$ cat src/sv/dep_pkg.sv
package dep_pkg;

   // Fixed field widths of the ports
   localparam int STAMP_IN_WIDTH = 16;
   localparam int HIGH_WIDTH     = 17;
   localparam int LOW_WIDTH      = 17;
   localparam int PERIOD_WIDTH   = 18;
   localparam int FREQ_WIDTH     = 32;

   typedef enum logic [1:0] {
      DEP_IDLE,
      DEP_DIVIDE,
      DEP_DELIVER
   } dep_state_type;

   typedef struct packed {
      logic busy;
      logic done;
   } dep_div_status_type;

endpackage

$ cat src/sv/dep_divider.sv
module dep_divider import dep_pkg::*; #(
   parameter int DIVIDEND_WIDTH = 32,
   parameter int DIVISOR_WIDTH  = 18
) (
   input  logic                      clock,
   input  logic                      reset,
   input  logic                      start,
   input  logic [DIVIDEND_WIDTH-1:0] dividend,
   input  logic [DIVISOR_WIDTH-1:0]  divisor,
   output dep_div_status_type        status,
   output logic [DIVIDEND_WIDTH-1:0] quotient
);

   localparam int CNT_WIDTH = (DIVIDEND_WIDTH > 2) ? $clog2(DIVIDEND_WIDTH) : 1;

   logic                      busy_ff, busy_in;
   logic                      done_ff, done_in;
   logic [CNT_WIDTH-1:0]      count_ff, count_in;
   logic [DIVISOR_WIDTH-1:0]  rem_ff, rem_in;
   logic [DIVIDEND_WIDTH-1:0] quo_ff, quo_in;
   logic [DIVISOR_WIDTH-1:0]  divisor_ff, divisor_in;
   logic [DIVISOR_WIDTH:0]    trial;
   logic [DIVISOR_WIDTH:0]    diff;
   logic                      take;

   // One restoring step per cycle on the shared subtractor
   always_comb begin
      trial = {rem_ff, quo_ff[DIVIDEND_WIDTH-1]};
      take  = (trial >= {1'b0, divisor_ff});
      diff  = trial - {1'b0, divisor_ff};
   end

   always_comb begin
      busy_in    = busy_ff;
      done_in    = 1'b0;
      count_in   = count_ff;
      rem_in     = rem_ff;
      quo_in     = quo_ff;
      divisor_in = divisor_ff;
      if (start) begin
         busy_in    = 1'b1;
         count_in   = CNT_WIDTH'(DIVIDEND_WIDTH - 1);
         rem_in     = '0;
         quo_in     = dividend;
         divisor_in = divisor;
      end else if (busy_ff) begin
         rem_in   = take ? diff[DIVISOR_WIDTH-1:0] : trial[DIVISOR_WIDTH-1:0];
         quo_in   = {quo_ff[DIVIDEND_WIDTH-2:0], take};
         count_in = count_ff - 1'b1;
         if (count_ff == '0) begin
            busy_in = 1'b0;
            done_in = 1'b1;
         end
      end
   end

   always_ff @(posedge clock) begin
      if (reset) begin
         busy_ff <= 1'b0;
         done_ff <= 1'b0;
      end else begin
         busy_ff <= busy_in;
         done_ff <= done_in;
      end
      count_ff   <= count_in;
      rem_ff     <= rem_in;
      quo_ff     <= quo_in;
      divisor_ff <= divisor_in;
   end

   assign status.busy = busy_ff;
   assign status.done = done_ff;
   assign quotient    = quo_ff;

   a_no_start_busy: assert property (@(posedge clock) disable iff (reset)
      start |-> !busy_ff)
      else $error("divider started while busy");

   a_done_after_busy: assert property (@(posedge clock) disable iff (reset)
      done_ff |-> !busy_ff && $past(busy_ff))
      else $error("divider done without a finished run");

endmodule

$ cat src/sv/dual_edge_pulse_meter.sv
// Dual-edge pulse meter. Each transfer on the req_ channel is one edge of the
// measured signal, flagged rising or falling, with the timer count captured at
// that edge (low STAMP_WIDTH bits used, differences taken modulo
// 2^STAMP_WIDTH, equal stamps counted as one full rollover). The first edge
// after reset only records its stamp. A later falling edge updates the stored
// high time. A later rising edge yields one rsp_ transfer carrying high, low
// and period ticks and the frequency, csr_wr_data clock divided by period.
// A first or falling edge leaves req_ready high; an armed rising edge keeps
// req_ready low after its transfer while the bit-serial restoring divider runs
// (32 steps at one quotient bit per cycle), raises done and the result is
// handed off, so no further edge is taken until the sequencer is idle again.
// The result register lets the next edge be taken while a result waits, but
// a rising edge that finishes before the previous result is taken holds
// until rsp_ready. Write csr only while idle.
module dual_edge_pulse_meter import dep_pkg::*; #(
   parameter int STAMP_WIDTH = 16
) (
   input  logic                      clock,
   input  logic                      reset,
   input  logic                      req_valid,
   output logic                      req_ready,
   input  logic                      req_edge_falling,
   input  logic [STAMP_IN_WIDTH-1:0] req_stamp,
   output logic                      rsp_valid,
   input  logic                      rsp_ready,
   output logic [HIGH_WIDTH-1:0]     rsp_high_ticks,
   output logic [LOW_WIDTH-1:0]      rsp_low_ticks,
   output logic [PERIOD_WIDTH-1:0]   rsp_period_ticks,
   output logic [FREQ_WIDTH-1:0]     rsp_frequency_hz,
   input  logic                      csr_wr_en,
   input  logic [FREQ_WIDTH-1:0]     csr_wr_data
);

   localparam int EXT_WIDTH  = (STAMP_WIDTH > STAMP_IN_WIDTH) ? STAMP_WIDTH : STAMP_IN_WIDTH;
   localparam int SPAN_WIDTH = STAMP_WIDTH + 1;
   localparam int PER_WIDTH  = STAMP_WIDTH + 2;

   dep_state_type state_ff, state_in;

   logic                     armed_ff, armed_in;
   logic [STAMP_WIDTH-1:0]   rise_ff, rise_in;
   logic [STAMP_WIDTH-1:0]   fall_ff, fall_in;
   logic [SPAN_WIDTH-1:0]    high_ff, high_in;
   logic [SPAN_WIDTH-1:0]    low_ff, low_in;
   logic [PER_WIDTH-1:0]     period_ff, period_in;
   logic [FREQ_WIDTH-1:0]    clk_hz_ff;

   logic                     rsp_valid_ff, rsp_valid_in;
   logic [HIGH_WIDTH-1:0]    rsp_high_ff;
   logic [LOW_WIDTH-1:0]     rsp_low_ff;
   logic [PERIOD_WIDTH-1:0]  rsp_period_ff;
   logic [FREQ_WIDTH-1:0]    rsp_freq_ff;

   logic [EXT_WIDTH-1:0]     stamp_ext;
   logic [STAMP_WIDTH-1:0]   stamp;
   logic [STAMP_WIDTH-1:0]   diff_rise;
   logic [STAMP_WIDTH-1:0]   diff_fall;
   logic [SPAN_WIDTH-1:0]    span_rise;
   logic [SPAN_WIDTH-1:0]    span_fall;
   logic                     accept;
   logic                     div_start;
   logic                     out_load;
   logic                     out_free;
   dep_div_status_type       div_status;
   logic [FREQ_WIDTH-1:0]    div_quotient;

   // Drop stamp bits above the timer width
   assign stamp_ext = EXT_WIDTH'(req_stamp);
   assign stamp     = stamp_ext[STAMP_WIDTH-1:0];

   // Modulo spans; a zero difference means a full rollover
   assign diff_rise = stamp - fall_ff;
   assign diff_fall = stamp - rise_ff;
   assign span_rise = {(diff_rise == '0), diff_rise};
   assign span_fall = {(diff_fall == '0), diff_fall};

   assign accept   = req_valid && req_ready;
   assign out_free = !rsp_valid_ff || rsp_ready;

   // Sequencer: next state and control strobes
   always_comb begin
      state_in  = state_ff;
      req_ready = 1'b0;
      div_start = 1'b0;
      out_load  = 1'b0;
      unique case (state_ff)
         DEP_IDLE: begin
            req_ready = 1'b1;
            if (req_valid && armed_ff && !req_edge_falling) begin
               div_start = 1'b1;
               state_in  = DEP_DIVIDE;
            end
         end
         DEP_DIVIDE: begin
            if (div_status.done) begin
               state_in = DEP_DELIVER;
            end
         end
         DEP_DELIVER: begin
            if (out_free) begin
               out_load = 1'b1;
               state_in = DEP_IDLE;
            end
         end
         default: begin
            state_in = DEP_IDLE;
         end
      endcase
   end

   // Edge bookkeeping on each accepted transfer
   always_comb begin
      armed_in  = armed_ff;
      rise_in   = rise_ff;
      fall_in   = fall_ff;
      high_in   = high_ff;
      low_in    = low_ff;
      period_in = period_ff;
      if (accept) begin
         armed_in = 1'b1;
         if (req_edge_falling) begin
            fall_in = stamp;
            if (armed_ff) begin
               high_in = span_fall;
            end
         end else begin
            rise_in = stamp;
            if (armed_ff) begin
               low_in    = span_rise;
               period_in = PER_WIDTH'(high_ff) + PER_WIDTH'(span_rise);
            end
         end
      end
   end

   // Hold the result until the consumer takes it
   always_comb begin
      rsp_valid_in = rsp_valid_ff;
      if (out_load) begin
         rsp_valid_in = 1'b1;
      end else if (rsp_ready) begin
         rsp_valid_in = 1'b0;
      end
   end

   always_ff @(posedge clock) begin
      if (reset) begin
         state_ff     <= DEP_IDLE;
         armed_ff     <= 1'b0;
         rise_ff      <= '0;
         fall_ff      <= '0;
         high_ff      <= '0;
         clk_hz_ff    <= '0;
         rsp_valid_ff <= 1'b0;
      end else begin
         state_ff     <= state_in;
         armed_ff     <= armed_in;
         rise_ff      <= rise_in;
         fall_ff      <= fall_in;
         high_ff      <= high_in;
         rsp_valid_ff <= rsp_valid_in;
         if (csr_wr_en) begin
            clk_hz_ff <= csr_wr_data;
         end
      end
      low_ff    <= low_in;
      period_ff <= period_in;
      if (out_load) begin
         rsp_high_ff   <= HIGH_WIDTH'(high_ff);
         rsp_low_ff    <= LOW_WIDTH'(low_ff);
         rsp_period_ff <= PERIOD_WIDTH'(period_ff);
         rsp_freq_ff   <= div_quotient;
      end
   end

   // Frequency = timer clock / period, one quotient bit per cycle
   dep_divider #(
      .DIVIDEND_WIDTH (FREQ_WIDTH),
      .DIVISOR_WIDTH  (PER_WIDTH)
   ) u_divider (
      .clock    (clock),
      .reset    (reset),
      .start    (div_start),
      .dividend (clk_hz_ff),
      .divisor  (period_in),
      .status   (div_status),
      .quotient (div_quotient)
   );

   assign rsp_valid        = rsp_valid_ff;
   assign rsp_high_ticks   = rsp_high_ff;
   assign rsp_low_ticks    = rsp_low_ff;
   assign rsp_period_ticks = rsp_period_ff;
   assign rsp_frequency_hz = rsp_freq_ff;

   a_rsp_from_deliver: assert property (@(posedge clock) disable iff (reset)
      $rose(rsp_valid_ff) |-> $past(state_ff == DEP_DELIVER))
      else $error("result raised outside delivery");

   a_no_accept_busy: assert property (@(posedge clock) disable iff (reset)
      div_status.busy |-> !req_ready)
      else $error("input ready while divider busy");

   a_rise_starts_div: assert property (@(posedge clock) disable iff (reset)
      (accept && armed_ff && !req_edge_falling) |=> state_ff == DEP_DIVIDE)
      else $error("armed rising edge did not start a divide");

endmodule
$ cat config.mk
export PLATFORM = sky130hd
export DESIGN_NAME = dual_edge_pulse_meter
export DESIGN_NICKNAME = d
export VERILOG_FILES = /design/src/sv/dep_pkg.sv /design/src/sv/dep_divider.sv /design/src/sv/dual_edge_pulse_meter.sv
export SDC_FILE = /design/constraint.sdc
export NUM_CORES = 1
export LEC_CHECK = 0
export ABC_CLOCK_PERIOD_IN_PS = 14800
export BUFFER_PORTS_ARGS = -buffer_cell sky130_fd_sc_hd__buf_2
export CELL_PAD_IN_SITES_DETAIL_PLACEMENT = 2
export CELL_PAD_IN_SITES_GLOBAL_PLACEMENT = 2
export CORE_MARGIN = 5
export CORE_UTILIZATION = 42
export CTS_BUF_LIST = sky130_fd_sc_hd__clkbuf_8
export DETAILED_ROUTE_END_ITERATION = 16
export PLACE_DENSITY = 0.91
export SLEW_MARGIN = 40
export SYNTH_ARGS = -nofsm -noshare
export SYNTH_HDL_FRONTEND = slang
export SYNTH_SLANG_ARGS = --single-unit
$ cat constraint.sdc
create_clock -name clock -period 14.8 [get_ports clock]
set_input_delay 1.48 -clock clock [delete_from_list [all_inputs] [get_ports clock]]
set_output_delay 1.48 -clock clock [all_outputs]
set_load 0.01 [all_outputs]
==> results of run 1 <==
-- kinds of logic (layout without fill, tap and decap cells) --
kind of cell | count (synthesis) | after routing | synth area share
flops | 279 | 279 | 0.556
buf+inv | 109 | 301 | 0.0324
compound gates | 243 | 243 | 0.122
fa+ha+maj | 71 | 71 | 0.0720
xor+xnor | 45 | 45 | 0.0309
simple gates | 446 | 446 | 0.156
other cells | 0 | 2 | 0
mux | 39 | 39 | 0.0308
-- worst max-delay path, stage by stage --
cell,delay [ps]
buf_2,120
inv_1,90
ha_1,220
fa_1,430
nor2b_1,340
o2111ai_1,250
nand3_1,240
a21oi_1,160
or3b_1,460
a2111oi_0,610
nand4b_1,200
nor4b_1,510
ha_1,390
or3_1,440
o21ai_0,100
a21oi_1,110
-- layer usage --
layer	share of wire	up-vias
met5	0	-
met4	0.049	0
met3	0.050	170
met2	0.51	455
met1	0.39	5355
li1	-	4663
-- synthesized netlist by cell type (7+ instances only) --
library cell    n  share of area
clkbuf_1       36          0.011
nand2b_1       15         0.0074
nand2_1       245          0.072
nand3_1        12         0.0047
a211oi_1       10         0.0059
ha_1           67          0.066
a21o_1          7         0.0041
or3_1           9         0.0044
nor2_1         85          0.025
o21ai_0        49          0.019
a311oi_1        9         0.0062
mux2i_1        37          0.029
inv_1          65          0.019
dfxtp_1       128           0.20
xor2_1         20          0.014
edfxtp_1      151           0.36
nor2b_1        15         0.0074
o21a_1         14         0.0082
a21oi_1        89          0.035
and3_1          7         0.0034
xnor2_1        25          0.017
buf_1           7         0.0021
nor3_1         21         0.0082
-- worst paths after layout --
check	start	depth (start not counted)	end	slack (ps)
worst max-delay path	req_stamp[0]	16	u_divider.divisor_ff[17]$_DFFE_PP_	8930
worst min-delay path	low_ff[2]$_DFFE_PP_	0	rsp_low_ticks[2]$_DFFE_PP_	430
worst max register to register	fall_ff[0]$_SDFFE_PP0P_	14	u_divider.divisor_ff[17]$_DFFE_PP_	9740
worst min register to register	low_ff[2]$_DFFE_PP_	0	rsp_low_ticks[2]$_DFFE_PP_	430
-- placed cells by master (no fill, tap or decap), types with 6 or more instances in the layout --
master and n:
dfxtp_1 128, nand2_1 244, o21ai_0 49, o21a_1 14, xor2_1 20, xnor2_1 25, clkbuf_8 54, inv_1 76
clkinv_2 9, nor3_1 21, a211oi_1 10, o31a_1 6, and3_1 7, nor2b_1 14, or3_1 9, buf_2 138
a21oi_1 89, clkinv_1 7, ha_1 67, mux2i_1 37, nand3_1 12, o211ai_1 6, a21o_1 7, nor2_1 85
edfxtp_1 151, a311oi_1 9, buf_4 8, nand2b_1 15
-- cell type report --
type                            instances  share of cell area
Clock inverter                         33              0.0119
Sequential cell                       279               0.478
Inverter                               65              0.0165
Timing Repair Buffer                  149              0.0540
Tap cell                              390              0.0329
Multi-Input combinational cell        844               0.356
Antenna cell                            2            0.000337
Clock buffer                           54              0.0501
-- per-stage QoR --
step	hold WS (ps)	instances	power, W	worst slack (ps)	area, um2
after floorplan	400	1232	0.00127	8930	12800
after global placement	407	1726	0.00138	9280	13900
after detailed placement	406	1726	0.00144	8840	13900
after CTS	425	1813	0.00218	9120	14800
after global routing	434	1816	0.00227	8940	14800
final	434	1816	0.00218	8930	14800
-- power by group through the flow --
stage / registers (W) / logic [W] / clock network, W
finish: 0.000948 / 0.000521 / 0.000711
global route: 0.000953 / 0.000558 / 0.000760
CTS: 0.000947 / 0.000510 / 0.000720
detailed placement: 0.000959 / 0.000477 / 0
global placement: 0.000949 / 0.000427 / 0
floorplan: 0.000931 / 0.000336 / 0
-- state kept, by name, indices dropped and copies added (netlist names) --
name,count
u_divider.count_ff,5
rsp_valid,1
high_ff,17
clk_hz_ff,32
u_divider.done_ff,1
u_divider.divisor_ff,18
low_ff,17
fall_ff,16
state_ff,2
rsp_period_ticks,18
period_ff,18
u_divider.rem_ff,18
rsp_low_ticks,17
u_divider.busy_ff,1
rise_ff,16
u_divider.quotient,32
armed_ff,1
rsp_frequency_hz,32
rsp_high_ticks,17
==> results.ini, run 1 <==
[clocking]
cts_sinks = 279
cts_setup_buffers = 0
ctsHtreeMaxLevel = 2
cts_hold_buf = 0
clock_latency_ps = 580
clkTransAtPathRegs_ps = 70
cts-resized-gates = 0
numCtsBuffers = 47
cts_root_buf = clkbuf_8
cts_buffer_depth = 3
cts_tree = yes

[pwr]
leakagePower_nw = 6.04
peakVddDrop_uv = 58.4
p_int_w = 0.00142
power_switching_w = 0.000755
p_seq_frac = 0.435
p_per_area_nw_per_um2 = 147
p_clk_frac = 0.326
pwr-share-comb = 0.239
switching_share = 0.347

[route]
drt-pass1-iter-count = 7
vias = 10600
routed_via_density = 5.86
drtAntennaViolNets = 0
drt_iter0_markers = 839
wirelength_um = 50500
drt_drc_violations_left = 0
avgRoutedWirePerCell_um = 27.8

[floorplanning]
design.core.area_um2 = 29800
start_util = 0.428
dieArea_um2 = 34000
die_height_um = 184
pin_count = 140
die_w_um = 184
rows = 63

[timing]
period_share = 0.397
slew_headroom = 0.435
finalSetupViolations = 0
timing.fmax_ghz = 0.170
rsz0062_at_grt = false
tightest_slew_ps = 848
fin_worst_skew_ps = 24.0
fin_crit_ps = 5870
drv_slew = 0
hold_viol_final = 0
setup_tns_ps = 0

[place]
port_buffers = 139
gp_congestion = 0.800
dp_hpwl_um = 31000

[global_route]
grt_util_all_layers = 0.295
grt_max_degree = 81
use_met1 = 0.349
grt_pass1_vias = 12000
use_met2 = 0.525
grtUsageMet3 = 0.0503
grt_overflow_total = 0
grt_pass1_wl_um = 76700
grt_busiest_layer = met2
antenna_found_initial = 2

[layout]
fillCellCount = 3073
multi_input_area_um2 = 5280
nets = 1511
layout-drive-gt1-share = 0.162
syn_to_final_growth_pct = 16.3
final_core_util = 0.498
ff_latch_area_um2 = 7100

[logic_synthesis]
yosysSeqAreaShare = 0.556
yosysWarnings = 0
synth_edf_count = 151
async_reset_ff_frac = 0
synth_cell_types = 73
syn-num-nets = 1357
synth_area_um2 = 12800
postSynthCellCount = 1232
syn_area_per_cell_um2 = 10.4
synth-seq-cells = 279
yosys_most_used_dff = edfxtp_1

[setup_path]
path_class = input pin to register
end_kind = register
cp.required_ps = 15100
crit_fanout = 3
cp.arrival_ps = 6160
start_kind = input pin

[worst_hold_path]
hp-class = register to register

[run]
cap_violations = 0

[status]
status = complete, no violations

Note: power is estimated with default switching activity, not from simulation.
==> run 2: changes to the inputs <==
--- a/config.mk
+++ b/config.mk
@@ -5,15 +5,15 @@
 export SDC_FILE = /design/constraint.sdc
 export NUM_CORES = 1
 export LEC_CHECK = 0
-export ABC_CLOCK_PERIOD_IN_PS = 14800
+export ABC_CLOCK_PERIOD_IN_PS = 4820
 export BUFFER_PORTS_ARGS = -buffer_cell sky130_fd_sc_hd__buf_2
 export CELL_PAD_IN_SITES_DETAIL_PLACEMENT = 2
 export CELL_PAD_IN_SITES_GLOBAL_PLACEMENT = 2
 export CORE_MARGIN = 5
-export CORE_UTILIZATION = 42
+export CORE_UTILIZATION = 36
 export CTS_BUF_LIST = sky130_fd_sc_hd__clkbuf_8
 export DETAILED_ROUTE_END_ITERATION = 16
-export PLACE_DENSITY = 0.91
+export PLACE_DENSITY = 0.83
 export SLEW_MARGIN = 40
 export SYNTH_ARGS = -nofsm -noshare
 export SYNTH_HDL_FRONTEND = slang
==> constraint.sdc (replaced) <==
create_clock -name clock -period 4.82 [get_ports clock]
set_input_delay 0.482 -clock clock [delete_from_list [all_inputs] [get_ports clock]]
set_output_delay 0.482 -clock clock [all_outputs]
set_load 0.01 [all_outputs]
==> results.ini, run 2 (synthesis gave the netlist of run 1 again) <==
[global_route]
grt_overflow_total = 0  ; unchanged
grt_pass1_wl_um = 62400  ; -19%
grt_util_all_layers = 0.201  ; -0.0944
grt_pass1_vias = 11100  ; -7.2%
antenna_found_initial = 0  ; -2
grt_max_degree = 65  ; -20%

[worst_hold_path]
hp-start = csr_wr_data[1]
worstHoldEndpoint = clk_hz_ff[1]$_SDFFE_PP0P_
hold_path_depth = 3  ; +3
hp-class = input pin to register

[floorplanning]
pin_count = 140  ; unchanged
die_w_um = 198  ; +7.6%
rows = 69  ; +9.5%
dieArea_um2 = 39300  ; +16%
start_util = 0.361  ; -0.0669
die_height_um = 198  ; +7.6%
design.core.area_um2 = 35300  ; +19%

[timing]
setup_tns_ps = 0  ; unchanged
period_share = 0.962
rsz0062_at_grt = false
whs_ps = 132  ; -302 ps
hold_viol_final = 0  ; unchanged
drv_slew = 0  ; unchanged
slew_headroom = 0.455  ; +0.0199
fin_worst_skew_ps = 20.8  ; -3.26 ps
finalSetupViolations = 0  ; unchanged
timing.fmax_ghz = 0.216
tightest_slew_ps = 818  ; -29.9 ps
fin_crit_ps = 4640

[status]
status = complete, no violations

[pwr]
p_per_area_nw_per_um2 = 433  ; +190%
p_total_w = 0.00645  ; +200%
leakagePower_nw = 6.04  ; about the same
peakVddDrop_uv = 192  ; +230%

[place]
gp_congestion = 0.781  ; -2.4%
dpl_cell_area_um2 = 14000  ; +0.76%
port_buffers = 139  ; unchanged
dp_hpwl_um = 28200  ; -9.1%

[clocking]
cts_root_buf = clkbuf_8
cts_tree = yes
cts_setup_buffers = 0  ; unchanged
cts_hold_buf = 0  ; unchanged
numCtsBuffers = 47  ; unchanged
ctsHtreeMaxLevel = 2  ; unchanged
clkTransAtPathRegs_ps = 60  ; about the same
clock_latency_ps = 600  ; +20 ps
cts_sinks = 279  ; unchanged
cts_buffer_depth = 3  ; unchanged
cts-resized-gates = 0  ; unchanged

[route]
drtAntennaViolNets = 0  ; unchanged
routed_via_density = 5.18  ; -12%
wirelength_um = 39700  ; -21%
drt_iter0_markers = 435  ; -48%
drt_drc_violations_left = 0  ; unchanged
avgRoutedWirePerCell_um = 21.0  ; -24%
vias = 9778  ; -8.1%
drt-pass1-iter-count = 4  ; -3

[layout]
fillCellCount = 3705  ; +21%
diodes = 0  ; -2
design_area_um2 = 14900  ; +0.38%
syn_to_final_growth_pct = 16.7
mostFrequentLayoutCells = nand2_1, edfxtp_1, buf_2, dfxtp_1, a21oi_1
nets = 1512  ; +0.066%
layout_commonest_cell = nand2_1
final_core_util = 0.422  ; -0.0761
layout-drive-gt1-share = 0.157  ; -0.00503

[setup_path]
start_kind = register
path_class = register to register
rr_worst_depth = 14  ; unchanged
r2r_start = fall_ff[0]$_SDFFE_PP0P_
cp.required_ps = 5140  ; -9960 ps
cp.arrival_ps = 4960  ; -1200 ps
end_kind = register
crit_fanout = 3  ; unchanged
reg2reg_slack_ps = 180  ; -9560 ps
r2r-end = u_divider.divisor_ff[17]$_DFFE_PP_

[run]
cap_violations = 0  ; unchanged

run 2: cell types whose count changed in the layout (fill, tap and decap cells not counted), sizes merged:
cell      change
diode         -2
clkinvlp      +1
buf           +1
bufinv        +1
inv           +6
clkinv        -6
clkbuf        -2
run 2: critical path, stage by stage, from the launching register on:
cell and delay, ps:
dfxtp_1 330, ha_1 200, fa_1 420, nor2b_1 250
o2111ai_1 190, nand3_1 170, a21oi_1 100, or3b_1 440
a2111oi_0 580, nand4b_1 170, nor4b_1 490, ha_1 370
or3_1 400, o21ai_0 130, a21oi_1 120
run 2: cell type report:
class	count	area [um2]	area share
Inverter	65	244	0.0164
Clock inverter	35	196	0.0132
Timing Repair Buffer	150	781	0.0524
Sequential cell	279	7100	0.477
Tap cell	461	577	0.0387
Clock buffer	52	716	0.0481
Multi-Input combinational cell	844	5280	0.354
run 2: worst max-delay path by stage:
stage / startpoint / endpoint / slack (ps) / cells after the start
2_1_floorplan: req_stamp[0] / u_divider.divisor_ff[17]$_DFFE_PP_ / 930 / 15
3_3_place_gp: req_stamp[0] / u_divider.divisor_ff[17]$_DFFE_PP_ / 170 / 16
3_5_place_dp: req_stamp[0] / u_divider.divisor_ff[17]$_DFFE_PP_ / -30 / 16
4_1_cts: fall_ff[0]$_SDFFE_PP0P_ / u_divider.divisor_ff[17]$_DFFE_PP_ / 200 / 14
5_1_grt: fall_ff[0]$_SDFFE_PP0P_ / u_divider.divisor_ff[17]$_DFFE_PP_ / 10 / 14
6_report: fall_ff[0]$_SDFFE_PP0P_ / u_divider.divisor_ff[17]$_DFFE_PP_ / 180 / 14
run 2: power breakdown:
part	leakage, nW	internal [W]	switching, W	total, W
clock	0.538	0.00110	0.00100	0.00210
sequential	2.43	0.00273	0.000156	0.00288
combinational	3.08	0.000550	0.000918	0.00147
total	6.04	0.00438	0.00208	0.00645
run 2: per-stage QoR:
stage,std cells,setup slack (ps)
global route,1886,10.3
global placement,1799,169
CTS,1886,199
finish,1886,182
detailed placement,1799,-29.8
floorplan,1232,926
run 2: metal layers:
layer	track usage	up-vias	share of wire
li1	-	4664	-
met1	0.239	4885	0.42
met2	0.366	148	0.52
met3	0.0298	81	0.027
met4	0.0722	0	0.033
met5	0	-	0
==> run 3: changes to the inputs <==
==> constraint.sdc (replaced) <==
create_clock -name clock -period 4.82 [get_ports clock]
set_input_delay 0.964 -clock clock [delete_from_list [all_inputs] [get_ports clock]]
set_output_delay 0.964 -clock clock [all_outputs]
set_load 0.01 [all_outputs]
==> results.ini, run 3 (synthesis gave the netlist of run 1 again) <==
[clocking]
cts_sinks = 279  ; unchanged
ctsHtreeMaxLevel = 2  ; unchanged
cts_setup_buffers = 0  ; unchanged
clkTransAtPathRegs_ps = 60  ; about the same
numCtsBuffers = 48  ; +2.1%
clock_latency_ps = 570  ; -30 ps
cts_root_buf = clkbuf_8
cts-resized-gates = 0  ; unchanged
cts_tree = yes
cts_buffer_depth = 3  ; unchanged
cts_hold_buf = 0  ; unchanged

[layout]
layout_commonest_cell = nand2_1
diodes = 0  ; unchanged
syn_to_final_growth_pct = 17.1
nets = 1521  ; +0.60%
layout-drive-gt1-share = 0.164  ; +0.00646
mostFrequentLayoutCells = nand2_1, edfxtp_1, buf_2, dfxtp_1, a21oi_1

[setup_path]
end_kind = register
rr_worst_depth = 16  ; +2
crit_path_end = u_divider.divisor_ff[17]$_DFFE_PP_
cp.required_ps = 5130  ; about the same
path_delay_family = simple AND/OR/NAND/NOR gates
r2r-end = u_divider.divisor_ff[17]$_DFFE_PP_
start_kind = input pin
r2r_start = fall_ff[0]$_SDFFE_PP0P_
cp_cell_sequence = buf_2 -> inv_1 -> ha_1 -> fa_1 -> nor2b_1 -> o2111ai_1 -> nand3_1 -> a21oi_1 -> or3b_1 -> a2111oi_1 -> buf_4 -> nand4b_1 -> nor4b_1 -> buf_4 -> ha_1 -> or3_1 -> o21ai_0 -> a21oi_1
cp.depth = 18  ; +4
crit_fanout = 3  ; unchanged
crit_buf_inv = 4  ; +4
cp_slowest_cell = a2111oi_1
crit_start = req_stamp[0]
cp_slowest_stage_delay_ps = 540  ; -40 ps
path_class = input pin to register
cp.arrival_ps = 4880  ; -80 ps
reg2reg_slack_ps = 480  ; +300 ps

[timing]
whs_ps = 423  ; +291 ps
period_share = 0.948  ; -0.0139
drv_slew = 0  ; unchanged
hold_viol_final = 0  ; unchanged
timing.fmax_ghz = 0.219  ; +1.5%
finalSetupViolations = 0  ; unchanged
fin_crit_ps = 4570  ; -67.1 ps
fin_worst_skew_ps = 9.94  ; -10.8 ps
tightest_slew_ps = 868  ; +50.0 ps
slew_headroom = 0.407  ; -0.0483
rsz0062_at_grt = false

[floorplanning]
design.core.area_um2 = 35300  ; unchanged
start_util = 0.361  ; unchanged
pin_count = 140  ; unchanged
die_w_um = 198  ; unchanged
rows = 69  ; unchanged
die_height_um = 198  ; unchanged
dieArea_um2 = 39300  ; unchanged

[status]
status = complete, no violations

[route]
wirelength_um = 38200  ; -3.6%
drt_iter0_markers = 316  ; -27%
avgRoutedWirePerCell_um = 20.2  ; -4.2%
maxUsedRoutingLayer = met5
drtAntennaViolNets = 0  ; unchanged
vias = 9857  ; +0.81%
wl_met2_um = 19500  ; -5.7%
drt_drc_violations_left = 0  ; unchanged
routed_via_density = 5.20  ; +0.22%
route.met3.wl_um = 1170  ; +8.5%
met1_length_um = 16400  ; -0.98%
drt-pass1-iter-count = 4  ; unchanged

[place]
gp_congestion = 0.807  ; +3.4%
dp_hpwl_um = 27400  ; -2.8%
port_buffers = 139  ; unchanged

[pwr]
p_per_area_nw_per_um2 = 424  ; -2.2%
peakVddDrop_uv = 205  ; +6.4%
p_total_w = 0.00633  ; -1.9%
leakagePower_nw = 6.08  ; +0.54%

[run]
cap_violations = 0  ; unchanged

[global_route]
grt_util_all_layers = 0.193  ; -0.00810
antenna_found_initial = 1  ; +1
grt_pass1_vias = 10900  ; -2.2%
grt_pass1_wl_um = 60400  ; -3.2%
grt_overflow_total = 0  ; unchanged
grt_max_degree = 81  ; +25%

[worst_hold_path]
hp-class = register to register

[run 3: cell type report]
class	instances	area (um2)
Clock buffer	54	743
Clock inverter	36	151
Fill cell	3740	20400
Inverter	65	244
Multi-Input combinational cell	844	5280
Sequential cell	279	7100
Tap cell	461	577
Timing Repair Buffer	158	845
[run 3: per-stage QoR]
step,cell area [um2],setup slack (ps),util,setup TNS [ps],cells
3_5_place_dp,14000,-279,0.397,-757,1807
4_1_cts,14900,215,0.423,0,1897
3_3_place_gp,14000,-256,0.397,-575,1807
5_1_grt,14900,54.5,0.423,0,1897
6_report,14900,250,0.423,0,1897
2_1_floorplan,12800,444,-,0,1232
[run 3: worst min path at each step]
stage                                        endpoint                  from  slack (ps)  cells past startpoint
final                     rsp_low_ticks[10]$_DFFE_PP_  low_ff[10]$_DFFE_PP_         420                      0
after global routing       rsp_low_ticks[2]$_DFFE_PP_   low_ff[2]$_DFFE_PP_         430                      0
after CTS                 rsp_low_ticks[10]$_DFFE_PP_  low_ff[10]$_DFFE_PP_         430                      0
after detailed placement   rsp_low_ticks[2]$_DFFE_PP_   low_ff[2]$_DFFE_PP_         410                      0
after global placement    rsp_low_ticks[15]$_DFFE_PP_  low_ff[15]$_DFFE_PP_         410                      0
after floorplan            rsp_low_ticks[0]$_DFFE_PP_   low_ff[0]$_DFFE_PP_         400                      0
[run 3: routing by layer]
metal,GRT usage,up-vias
met5,0,-
met4,0.0630,2
met3,0.0315,76
met2,0.344,152
met1,0.237,4945
li1,-,4682
[run 3: power breakdown]
part	total, W	leakage, nW	internal, W	switching [W]
Clock	0.00199	0.528	0.00103	0.000967
Sequential	0.00289	2.43	0.00273	0.000158
Combinational	0.00145	3.12	0.000554	0.000893
Total	0.00633	6.08	0.00431	0.00202
[run 3: worst register-to-register path, stage by stage (launching register included)]
cell and delay, ps:
dfxtp_1 330, ha_1 210, fa_1 400, nor2b_1 190
o2111ai_1 160, nand3_1 180, a21oi_1 110, or3b_1 410
a2111oi_1 540, buf_4 190, nand4b_1 80, nor4b_1 320
buf_4 180, ha_1 230, or3_1 380, o21ai_0 90
a21oi_1 80
